<file path="config.mk">
export PLATFORM = sky130hd
export DESIGN_NAME = vfcm_ctrl
export DESIGN_NICKNAME = d
export VERILOG_FILES = /design/src/rtl/vfcm_pkg.sv /design/src/rtl/vfcm_ctrl.sv
export SDC_FILE = /design/constraint.sdc
export NUM_CORES = 1
export LEC_CHECK = 0
export ABC_AREA = 1
export BUFFER_PORTS_ARGS = -buffer_cell sky130_fd_sc_hd__buf_2
export CORE_AREA = 2 2 39 41
export CTS_CLUSTER_SIZE = 30
export DETAILED_ROUTE_END_ITERATION = 10
export DIE_AREA = 0 0 41 43
export GPL_ROUTABILITY_DRIVEN = 0
export SYNTH_ARGS = -nofsm -noshare
export SYNTH_HDL_FRONTEND = slang
export SYNTH_SLANG_ARGS = --single-unit
export TNS_END_PERCENT = 10
</file>
<file path="constraint.sdc">
create_clock -name clk -period 1.85 [get_ports clk]
set_input_delay 0.0925 -clock clk [delete_from_list [all_inputs] [get_ports clk]]
set_output_delay 0.0925 -clock clk [all_outputs]
set_load 0.1 [all_outputs]
</file>
<file path="src/rtl/vfcm_pkg.sv">
// ----------------------------------------------------------------------------
// vfcm_pkg
// Shared sizes, codes and controller/datapath interface types of the voxel
// face-culling mesher.
// ----------------------------------------------------------------------------
package vfcm_pkg;

  localparam int WIDTH_X  = 16;
  localparam int HEIGHT_Y = 256;
  localparam int DEPTH_Z  = 16;

  localparam int ROW_X = WIDTH_X + 2;
  localparam int ROW_Z = DEPTH_Z + 2;

  localparam int VOX_DEPTH  = ROW_X * ROW_Z * HEIGHT_Y;
  localparam int HMAP_DEPTH = ROW_X * ROW_Z;
  localparam int VADDR_W    = $clog2(VOX_DEPTH);
  localparam int HADDR_W    = $clog2(HMAP_DEPTH);
  localparam int XO_W       = $clog2(ROW_X);
  localparam int ZO_W       = $clog2(ROW_Z);

  localparam int POS_W    = 6;
  localparam int Y_W      = 8;
  localparam int CODE_W   = 4;
  localparam int HGT_W    = 9;
  localparam int FACE_W   = 4;
  localparam int CNT_W    = 22;
  localparam int CFG_IDX_W = 2;

  localparam int NUM_DIRS = 6;
  localparam int DIR_W    = 3;

  localparam logic [DIR_W-1:0] DIR_TOP    = 3'd0;
  localparam logic [DIR_W-1:0] DIR_BOTTOM = 3'd1;
  localparam logic [DIR_W-1:0] DIR_NORTH  = 3'd2;
  localparam logic [DIR_W-1:0] DIR_SOUTH  = 3'd3;
  localparam logic [DIR_W-1:0] DIR_EAST   = 3'd4;
  localparam logic [DIR_W-1:0] DIR_WEST   = 3'd5;

  localparam logic [CFG_IDX_W-1:0] CFG_AIR_CODE   = 2'd0;
  localparam logic [CFG_IDX_W-1:0] CFG_WATER_CODE = 2'd1;
  localparam logic [CFG_IDX_W-1:0] CFG_CAVE_TILE  = 2'd2;

  typedef enum logic [1:0] {
    ACT_WRITE_VOXEL  = 2'd0,
    ACT_WRITE_HEIGHT = 2'd1,
    ACT_QUERY        = 2'd2,
    ACT_NEW_MESH     = 2'd3
  } action_t;

  typedef enum logic [1:0] {
    KIND_SOLID = 2'd0,
    KIND_CAVE  = 2'd1,
    KIND_WATER = 2'd2
  } kind_t;

  typedef struct packed {
    logic             capture;
    logic             vox_write;
    logic             height_write;
    logic             clear_counts;
    logic             rd_en;
    logic             rd_center;
    logic [DIR_W-1:0] rd_dir;
    logic             emit;
  } vfcm_cmd_t;

  typedef struct packed {
    action_t action;
    logic    query_ok;
    logic    mask_empty;
    logic    out_free;
  } vfcm_status_t;

endpackage

</file>
<file path="src/rtl/vfcm_ctrl.sv">
// ----------------------------------------------------------------------------
// vfcm_ctrl
// Sequencer of the mesher: takes one item at a time, runs the store writes,
// the counter clear, the seven reads of a query and the emission of its faces.
// ----------------------------------------------------------------------------
module vfcm_ctrl
  import vfcm_pkg::*;
(
  input  logic         clk,
  input  logic         rst,
  input  logic         in_valid,
  output logic         in_stall,
  input  vfcm_status_t status,
  output vfcm_cmd_t    cmd
);

  typedef enum logic [2:0] {
    S_IDLE,
    S_EXEC,
    S_CENTER,
    S_NEIGH,
    S_DRAIN,
    S_EMIT
  } state_t;

  state_t           state;
  state_t           state_next;
  logic [DIR_W-1:0] dir_cnt;
  logic [DIR_W-1:0] dir_cnt_next;

  assign in_stall = (state != S_IDLE);

  always_comb begin
    cmd          = '0;
    state_next   = state;
    dir_cnt_next = dir_cnt;
    unique case (state)
      S_IDLE: begin
        if (in_valid) begin
          cmd.capture = 1'b1;
          state_next  = S_EXEC;
        end
      end
      S_EXEC: begin
        state_next = S_IDLE;
        unique case (status.action)
          ACT_WRITE_VOXEL:  cmd.vox_write    = 1'b1;
          ACT_WRITE_HEIGHT: cmd.height_write = 1'b1;
          ACT_NEW_MESH:     cmd.clear_counts = 1'b1;
          ACT_QUERY: begin
            if (status.query_ok) begin
              state_next = S_CENTER;
            end
          end
        endcase
      end
      S_CENTER: begin
        cmd.rd_en     = 1'b1;
        cmd.rd_center = 1'b1;
        dir_cnt_next  = DIR_TOP;
        state_next    = S_NEIGH;
      end
      S_NEIGH: begin
        cmd.rd_en    = 1'b1;
        cmd.rd_dir   = dir_cnt;
        dir_cnt_next = dir_cnt + 3'd1;
        if (dir_cnt == DIR_WEST) begin
          state_next = S_DRAIN;
        end
      end
      S_DRAIN: begin
        state_next = S_EMIT;
      end
      S_EMIT: begin
        if (status.mask_empty) begin
          state_next = S_IDLE;
        end else if (status.out_free) begin
          cmd.emit = 1'b1;
        end
      end
      default: begin
        state_next = S_IDLE;
      end
    endcase
  end

  always_ff @(posedge clk) begin
    if (rst) begin
      state   <= S_IDLE;
      dir_cnt <= DIR_TOP;
    end else begin
      state   <= state_next;
      dir_cnt <= dir_cnt_next;
    end
  end

endmodule

</file>
# [After elaboration in Yosys (flattened, before gate mapping)]
# Index checks and enable logic that the tools add are counted.
[totals] register_bits=6 latch_bits=0 mem_bits_rw=0 romBits=0 inputBits=8 word_cells=40 memories=0
[classes] addsub=1 multipliers=0 div_mod_pow=0 magnitude_cmp=0 eq_ne=12 n_shift=0 n_mux=19 bitwise_logic=0 reduce_logical=6
[ops] op="2-to-1 mux 3 bit" count=6
[ops] op="case mux 3 bit (6 select lines)" count=1
[ops] op="2-to-1 mux 1 bit" count=10
[ops] op="equality test 3 bit, second input constant" count=3
[ops] op="equality test 3 x 2 -> 1 bit, second input constant" count=2
[ops] op="inequality test 2 bit, second input constant" count=3
[ops] op="case mux 3 bit (2 select lines)" count=1
[ops] op="equality test 2 bit, second input constant" count=2
[ops] op="adder 3 x 1 -> 3 bit, second input constant" count=1
[ops] op="equality test 3 x 1 -> 1 bit, second input constant" count=1
[ops] op="logical NOT 3 bit" count=1
[ops] op="AND reduction 3 bit" count=1
[ops] op="nonzero test 3 bit" count=1
[ops] op="equality test 2 x 1 -> 1 bit, second input constant" count=1
[ops] op="logical NOT 2 bit" count=1
[ops] op="2-to-1 mux 2 bit" count=1
[ops] op="nonzero test 2 bit" count=1
[ops] op="OR reduction 2 bit" count=1

# [Depth between registers and ports, before layout]
# Gate-level depths: netlist (run 1).
[logic_depth] ltp_word=3 ltp_mapped=7

# [Worst setup path after synthesis (run 1)]
# No wires, ideal clock.
[synth_path] path_kind="register to output" startpoint="reg state[0]" endpoint="out cmd[7] (netlist name)" arrival_ns=2.723 slack_ns=-0.965 stages_incl_launch_ff=5 cell_sequence="dfxtp_1 inv_1 nor3_1 inv_1 nor3_1"
[synth_lines] item="start: declaration" line_no="vfcm_ctrl.sv:26" text="state_t state;"
[synth_lines] item="start signal: assignment" line_no="vfcm_ctrl.sv:92" text="state <= state_next;"
[synth_lines] item="end: declaration" line_no="vfcm_ctrl.sv:14" text="output vfcm_cmd_t cmd"

==> metrics.md, run 1 <==
| Metric | Value |
|---|---|
| Final Cycle Share | `0.900` |
| Clock latency on the worst-skew pair | `0.25 ns` |
| Die area | `0.00176 sq mm` |
| Pwr Density | `786 mW/mm^2` |
| # placed instances | `100` |
| CTS sink count | `6` |
| Post-route ant nets | `0` |
| Detailed-route DRC error count | `0` |
| Chip Width | `41 microns` |
| Hold WC Path Type | `in -> reg` |
| Number of global-route vias before repair | `381` |
| Ports | `19` |
| Core ar. | `0.00138 sq mm` |
| Post-Place Setup Slack | `0.428 ns` |
| H-tree levels | `1` |
| Post-CTS setup buffers | `0` |
| Cells after Synth | `66` |
| Tmin final | `1.66 ns` |
| CTS Root Cell | `clkbuf_4` |
| Starting Density | `0.284` |
| Ys Warns | `0` |
| CP Launch Type | `flip-flop` |
| Final net count | `99` |
| Sequential area share after synthesis | `0.306` |
| Fin. max-slew vios | `0` |
| Wire length per cell | `8.47 microns` |
| Synth-to-Final Area Change | `38.9%` |
| Final hold violation count | `0` |
| Total gr overflow | `0` |
| Data required, critical path | `1.76 ns` |
| Tot GR Track Use | `0.113` |
| Syn_nets | `76` |
| Worst setup EP type | `output pin` |
| Fin util | `0.394` |
| Initial antenna violation count | `0` |
| Cts bufs inserted | `3` |
| Post-Route WL | `872 microns` |
| Count of state elements after synthesis | `6` |
| Via density | `4.29` |
| WS Path Type | `reg -> out` |
| Largest net degree at the start of global routing | `7` |
| Port Buf Inserts | `18` |
| Status | `finished, final reports clean` |
| CTS hold repair buffers | `0` |
| DR pass1 iterations | `4` |
| CP max FO | `5` |
| Layout cells sized above 1 | `0.333` |
| Post-synthesis cell area | `393 sq um` |
| RSZ-0062 raised after global routing | `false` |
| Fmax | `601 MHz` |
| Fin cells | `103` |
| Distinct cells, synth | `15` |
| Syn Area/Cell | `5.95 sq um` |
| HPWL after DPL | `705 microns` |
| Final Worst Setup Slack | `0.185 ns` |
| Setup-failing EPs final | `0` |
| Leakage | `0.311 nW` |
| Die H | `43 microns` |
| Worst Path Arrival | `1.57 ns` |
| Placement row count | `14` |
| DRT iter0 DRCs | `9` |
| Inserted Diodes | `0` |
| Resize count post-CTS | `0` |
| First-pass GRT wire length | `1.31 mm` |
| Worst slew margin | `0.677` |
| Via count | `442` |
| Worst-Margin Slew | `0.487 ns` |
| Peak VDD IR | `0.360 mV` |
| Clock tree buffer depth | `2` |
| Synth area leaders | `dfxtp_1 31%, nand2_1 14%, nor2_1 12%` |
| Largest area contributor in the netlist | `dfxtp_1` |
| Max cap viols | `0` |
| CTS tree | `built` |
| Top cell type's share of synthesized area | `0.306` |
| Skew final | `0.00647 ns` |
| Clock Pin Slew Worst Setup and Hold Paths | `0.04 ns` |
==> through the flow <==
step | cell area, sq um | hold WS, ns | setup TNS, ns | power (mW)
after global routing | 546 | 0.0430 | 0 | 0.452
final | 546 | 0.0341 | 0 | 0.429
after detailed placement | 523 | 0.284 | 0 | 0.311
after global placement | 523 | 0.283 | 0 | 0.310
after floorplan | 413 | 0.164 | -0.803 | 0.283
after CTS | 546 | 0.0243 | 0 | 0.437
==> report_power, final <==
group	leakage [nW]	switching (mW)	total (mW)	internal [mW]
logic	0.248	0.133	0.165	0.0312
clock network	0.0138	0.0470	0.120	0.0734
registers	0.0488	0.00801	0.144	0.136
==> worst paths after layout <==
check / startpoint / endpoint / slack [ns] / depth (start not counted)
min reg2reg: dir_cnt[0] / dir_cnt[0] / 0.51 / 2
max reg2reg: dir_cnt[1] / state[0] / 0.78 / 7
max: state[0] / cmd[8] / 0.19 / 5
min: rst / dir_cnt[1] / 0.03 / 2
==> critical path, cell delays in order, from the launching register on <==
cell     delay (ns)
dfxtp_1        0.38
inv_1          0.09
nor3_1         0.19
inv_1          0.13
nor3_2         0.11
buf_2          0.44
==> cells in the mapped netlist <==
master   instances
inv_2            3
xor2_1           1
nand4_1          1
ha_1             2
dfxtp_1          6
inv_1           11
a21oi_1          3
nor2_1          13
o21a_1           1
and3_1           1
nand2_1         15
nand3_1          3
nor3_1           3
nor2_2           1
o21ai_0          2
==> area by class of cell <==
cell class,count,area (sq um)
fillers,160,838
multi-input cells,46,240
flip-flops and latches,6,120
repair buffers,18,90.1
inverters,14,52.6
clock buffers,3,22.5
well taps,16,20.0
==> layer usage <==
metal  vias to the layer above  GRT usage  part of all wire
li1                        244          -                 -
met1                       176      0.120              0.47
met2                        20      0.169              0.43
met3                         2     0.0314             0.087
met4                         0      0.100             0.011
met5                         -          0                 0
==> registers in the layout, indices dropped and copies added (netlist names) <==
register / count
dir_cnt: 3
state: 3
==> layout by cell type (no fill, tap or decap) <==
cell type   n
and3_1      1
ha_1        2
clkbuf_4    3
a21oi_1     3
nand2_1    15
nand3_1     3
nor2_4      1
buf_2      18
xor2_1      1
o21a_1      1
o21ai_0     2
inv_2       3
nor3_1      1
nor2_2      2
dfxtp_1     6
nand4_1     1
nor3_2      2
inv_1      11
nor2_1     11
==> kinds of logic after synthesis <==
logic type	after synthesis	synth area share
AO/OA/AOI/OAI	6	0.0828
XOR/XNOR	1	0.0223
adder cells (fa/ha/maj)	2	0.0637
buffers and inverters	14	0.134
flip-flops	6	0.306
AND/OR/NAND/NOR	37	0.392
Power figures use the tool's default switching activity.
==> run 2: changes to the inputs <==
RECOVER_POWER = 50   (was not set)
==> run 2 against run 1 <==
Flip-flop and latch count did not move; worst setup slack better by 0.0010 ns; via count rose by 0.23%; clock skew about the same; register-to-register slack lost 0.02 ns; critical path type unchanged.
==> metrics.md, run 2 (synthesized netlist as in run 1, its figures left out) <==
| Metric | Value |
|---|---|
| Placement row count | `14 (unchanged)` |
| Chip Width | `41 microns (unchanged)` |
| Largest regs | `dir_cnt x3, state x3` |
| Hold WC Path Type | `in -> reg` |
| Number of global-route vias before repair | `381 (unchanged)` |
| Delay of the slowest critical-path stage | `0.44 ns (about the same)` |
| Via density | `4.30 (+0.23%)` |
| RSZ-0062 raised after global routing | `false` |
| Crit path buf inv count | `3 (unchanged)` |
| Net Sw Frac | `0.438 (-0.000915)` |
| Most frequent cells in the layout | `16 x buf_2, 15 x nand2_1, 14 x inv_1` |
| Switching pwr | `0.187 mW (-0.59%)` |
| Inserted Diodes | `0 (unchanged)` |
| Cts bufs inserted | `3 (unchanged)` |
| Max stage delay cell, worst path | `buf_2` |
| Pwr Density | `787 mW/mm^2 (about the same)` |
| Tot GR Track Use | `0.113 (unchanged)` |
| Data required, critical path | `1.76 ns (about the same)` |
| Max cap viols | `0 (unchanged)` |
| DR pass1 iterations | `4 (unchanged)` |
| Starting Density | `0.284 (unchanged)` |
| CP top delay family | `buffers and inverters` |
| Initial antenna violation count | `0 (unchanged)` |
| H-tree levels | `1 (unchanged)` |
| Fin. max-slew vios | `0 (unchanged)` |
| Clock latency on the worst-skew pair | `0.25 ns (about the same)` |
| CTS Root Cell | `clkbuf_4` |
| Worst Path Arrival | `1.57 ns (about the same)` |
| Leakage | `0.312 nW (+0.49%)` |
| Area after detailed placement | `523 sq um (unchanged)` |
| Worst setup EP type | `output pin` |
| Via count | `443 (+0.23%)` |
| Post-route ant nets | `0 (unchanged)` |
| Setup-failing EPs final | `0 (unchanged)` |
| CTS sink count | `6 (unchanged)` |
| HPWL after DPL | `705 microns (unchanged)` |
| Port Buf Inserts | `18 (unchanged)` |
| CTS tree | `built` |
| Fmax | `601 MHz (about the same)` |
| Wire length per cell | `8.39 microns (-0.92%)` |
| Synth-to-Final Area Change | `38.2%` |
| Layout cells sized above 1 | `0.287 (-0.0460)` |
| CP max FO | `5 (unchanged)` |
| Ports | `19 (unchanged)` |
| Most common cell after layout, fill and taps aside | `buf_2` |
| DRT iter0 DRCs | `7 (-2)` |
| Most used cell along the critical path | `inv_1` |
| Status | `finished, final reports clean` |
| CP Cell Sequence | `inv_1 -> nor3_1 -> inv_1 -> nor3_2 -> buf_2` |
| First-pass GRT wire length | `1.31 mm (unchanged)` |
| Worst slew margin | `0.641 (-0.0361)` |
| Number of filler cells placed in the layout | `161 (+0.63%)` |
| Clock Pin Slew Worst Setup and Hold Paths | `0.04 ns (about the same)` |
| Core ar. | `0.00138 sq mm (unchanged)` |
| Final net count | `99 (unchanged)` |
| Detailed-route DRC error count | `0 (unchanged)` |
| Flop pwr share | `0.335 (about the same)` |
| Int Pwr | `0.240 mW (-0.22%)` |
| Tmin final | `1.66 ns (-0.00103 ns)` |
| Fin area | `543 sq um (-0.46%)` |
| WS Path Type | `reg -> out` |
| Die area | `0.00176 sq mm (unchanged)` |
| Combinational Power Share | `0.383 (about the same)` |
| Die H | `43 microns (unchanged)` |
| Post-CTS setup buffers | `0 (unchanged)` |
| Clock power frac | `0.282 (about the same)` |
| CP Launch Type | `flip-flop` |
| Total gr overflow | `0 (unchanged)` |
| Final total power | `0.427 mW (-0.38%)` |
| CTS hold repair buffers | `0 (unchanged)` |
| Post-Route WL | `864 microns (-0.92%)` |
| Final Cycle Share | `0.899 (about the same)` |
| Clock tree buffer depth | `2 (unchanged)` |
| Resize count post-CTS | `0 (unchanged)` |
| Peak VDD IR | `0.357 mV (-0.85%)` |
| Worst-Margin Slew | `0.540 ns (+0.0531 ns)` |
| Largest net degree at the start of global routing | `7 (unchanged)` |
| Skew final | `0.00658 ns (+0.000104 ns)` |
| Final hold violation count | `0 (unchanged)` |
==> run 2: cell types whose count changed in the layout (fill, tap and decap cells not counted), sizes merged <==
| cell | delta |
|---|---|
| buf | -2 |
| clkbuf | +2 |
==> run 2: metrics by stage <==
stage,util,hold slack [ns],cells,setup slack (ns),setup TNS (ns)
4_1_cts,0.394,0.0243,103,0.161,0
6_report,0.392,0.0343,103,0.186,0
3_3_place_gp,0.378,0.283,100,0.465,0
2_1_floorplan,-,0.164,66,-0.133,-0.803
3_5_place_dp,0.378,0.284,100,0.428,0
5_1_grt,0.392,0.0431,103,0.0323,0
==> run 2: cell type report <==
class / count / area (sq um) / share of cell area
Clock buffer: 3 / 22.5 / 0.0415
Inverter: 14 / 52.6 / 0.0968
Multi-Input combinational cell: 46 / 238 / 0.438
Sequential cell: 6 / 120 / 0.221
Tap cell: 16 / 20.0 / 0.0369
Timing Repair Buffer: 18 / 90.1 / 0.166
==> run 2: power groups by stage <==
stage / Combinational, mW / Sequential [mW] / Clock, mW
after floorplan: 0.138 / 0.145 / 0
after global placement: 0.164 / 0.146 / 0
after detailed placement: 0.165 / 0.146 / 0
after CTS: 0.165 / 0.144 / 0.128
after global routing: 0.175 / 0.144 / 0.131
final: 0.164 / 0.143 / 0.120
==> run 2: worst paths after layout <==
path	startpoint	end	slack (ns)	cells past startpoint
setup reg to reg	state[2]	state[1]	0.76	7
setup / recovery	state[0]	cmd[8]	0.19	5
hold reg to reg	dir_cnt[0]	dir_cnt[0]	0.51	2
hold / removal	rst	dir_cnt[1]	0.03	2
==> run 2: worst register-to-register path, delay by kind of cell (launching register included) <==
family                 cells  cell delay, ns
buffers and inverters      3            0.25
flip-flops                 1            0.38
AND/OR/NAND/NOR            4            0.36
==> run 2: layer usage <==
metal | global-route usage | wire length [microns]
met3 | 0.0314 | 66
met2 | 0.169 | 374
met4 | 0.100 | 10
met1 | 0.120 | 412
met5 | 0 | 0
==> run 3: changes to the inputs <==
CTS_CLUSTER_DIAMETER = 200   (was not set)
TNS_END_PERCENT = not set   (was 10)
clock period = 1.9 ns   (was 1.85 ns; I/O delays follow)
==> run 3 against run 2 <==
Cell count did not move; highest routed layer is now met3; utilization rose by 0.90 points; register-to-register slack improved by 0.06 ns; die area did not move; worst hold slack got worse by 0.00060 ns; cell area rose by 2.3%; worst setup slack improved by 0.037 ns; flip-flop and latch count did not move; clock power rose by 5%; first-iteration DRC count did not move; power barely moved; largest power group unchanged.
==> metrics.md, run 3 (synthesized netlist as in run 1, its figures left out) <==
| Metric | Value |
|---|---|
| Met2 global-route usage | `0.175 (+0.00625)` |
| Clock latency on the worst-skew pair | `0.25 ns (about the same)` |
| Resize count post-CTS | `0 (unchanged)` |
| Setup slack, reg-to-reg | `0.82 ns (+0.06 ns)` |
| Starting Density | `0.284 (unchanged)` |
| Hold WC Path Type | `in -> reg` |
| Via count | `448 (+1.1%)` |
| Tmin final | `1.68 ns` |
| # placed instances | `100 (unchanged)` |
| Most common cell after layout, fill and taps aside | `buf_2` |
| Post-Route WL | `890 microns (+3.0%)` |
| CP Launch Point | `state[0]` |
| WS Path Type | `reg -> out` |
| Most frequent cells in the layout | `16 x buf_2, 14 x nand2_1, 13 x inv_1` |
| Chip Width | `41 microns (unchanged)` |
| Tot GR Track Use | `0.111 (-0.00146)` |
| DRT iter0 DRCs | `7 (unchanged)` |
| Final hold violation count | `0 (unchanged)` |
| Routing usage on met1 | `0.138 (+0.0177)` |
| Post-Place Setup Slack | `0.480 ns (+0.0523 ns)` |
| Clock tree buffer depth | `2 (unchanged)` |
| H-tree levels | `1 (unchanged)` |
| Die area | `0.00176 sq mm (unchanged)` |
| Placement row count | `14 (unchanged)` |
| Skew final | `0.00396 ns (-0.00262 ns)` |
| Worst slew margin | `0.641 (about the same)` |
| Layout cells sized above 1 | `0.356 (+0.0690)` |
| Worst-Margin Slew | `0.541 ns (+0.000471 ns)` |
| Die H | `43 microns (unchanged)` |
| Leakage | `0.312 nW (about the same)` |
| Total gr overflow | `0 (unchanged)` |
| CTS Root Cell | `clkbuf_4` |
| CTS hold repair buffers | `0 (unchanged)` |
| Busiest grt layer | `met2` |
| Post-route ant nets | `0 (unchanged)` |
| Fin cells | `103 (unchanged)` |
| Ports | `19 (unchanged)` |
| CP Launch Type | `flip-flop` |
| RSZ-0062 raised after global routing | `false` |
| Wire length per cell | `8.64 microns (+3.0%)` |
| Core ar. | `0.00138 sq mm (unchanged)` |
| HPWL after DPL | `727 microns (+3.1%)` |
| Data required, critical path | `1.80 ns (+0.04 ns)` |
| Initial antenna violation count | `0 (unchanged)` |
| Inserted Diodes | `0 (unchanged)` |
| TNS Setup | `0 ns (unchanged)` |
| Largest regs | `dir_cnt x3, state x3` |
| Fin. max-slew vios | `0 (unchanged)` |
| CP max FO | `5 (unchanged)` |
| Critical R2R Launch | `dir_cnt[1]` |
| Peak VDD IR | `0.329 mV (-7.8%)` |
| Post-CTS setup buffers | `0 (unchanged)` |
| Max cap viols | `0 (unchanged)` |
| Final Worst Setup Slack | `0.223 ns (+0.0366 ns)` |
| Cts bufs inserted | `3 (unchanged)` |
| First-pass GRT wire length | `1.37 mm (+4.2%)` |
| Fmax | `596 MHz` |
| Final net count | `99 (unchanged)` |
| Final Cycle Share | `0.883` |
| Worst setup EP type | `output pin` |
| CTS sink count | `6 (unchanged)` |
| Hold_sp | `rst` |
| Synth-to-Final Area Change | `41.4%` |
| Pwr Density | `769 mW/mm^2 (-2.3%)` |
| Clock Pin Slew Worst Setup and Hold Paths | `0.06 ns (+0.02 ns)` |
| Worst Path Arrival | `1.58 ns (about the same)` |
| CTS tree | `built` |
| Status | `finished, final reports clean` |
| Fin util | `0.401 (+0.00904)` |
| Setup-failing EPs final | `0 (unchanged)` |
| Number of global-route vias before repair | `396 (+3.9%)` |
| Detailed-route DRC error count | `0 (unchanged)` |
| Via density | `4.35 (+1.1%)` |
| DR pass1 iterations | `4 (unchanged)` |
| Port Buf Inserts | `18 (unchanged)` |
| GR Util met3 | `0.0157 (-0.0157)` |
| Largest net degree at the start of global routing | `7 (unchanged)` |
[run 3: cell counts in the layout (fill, tap and decap cells not counted)]
No cell type changed its count.
[run 3: area by class of cell]
class | instances | area [sq um]
multi-input combinational | 46 | 250
inverter | 14 | 52.6
clock buffer | 3 | 22.5
tap | 16 | 20.0
sequential | 6 | 120
fill | 157 | 828
timing repair buffer | 18 | 90.1
[run 3: metrics by stage]
step | hold slack, ns | power [mW] | instance area [sq um]
6_report | 0.0337 | 0.427 | 556
4_1_cts | 0.0267 | 0.434 | 558
3_3_place_gp | 0.291 | 0.304 | 536
3_5_place_dp | 0.292 | 0.306 | 536
2_1_floorplan | 0.167 | 0.278 | 425
5_1_grt | 0.0316 | 0.452 | 556
[run 3: final timing paths]
check | endpoint | depth (start not counted)
setup / recovery | cmd[8] | 5
setup reg to reg | state[0] | 7
hold reg to reg | state[2] | 2
hold / removal | dir_cnt[1] | 2
[run 3: metal layers]
layer	vias up	part of all wire
li1	242	-
met1	194	0.45
met2	12	0.51
met3	0	0.039
met4	0	0
met5	-	0
[run 3: worst max-delay path, cell delays in order, from the launching register on]
cell and delay [ns]:
dfxtp_1 0.38, inv_1 0.08, nor3_1 0.19, inv_1 0.13
nor3_2 0.11, buf_2 0.44
[run 3: power breakdown]
group / internal [mW] / total (mW) / switching (mW)
sequential: 0.132 / 0.139 / 0.00677
clock: 0.0720 / 0.126 / 0.0535
combinational: 0.0313 / 0.163 / 0.131
total: 0.235 / 0.427 / 0.192
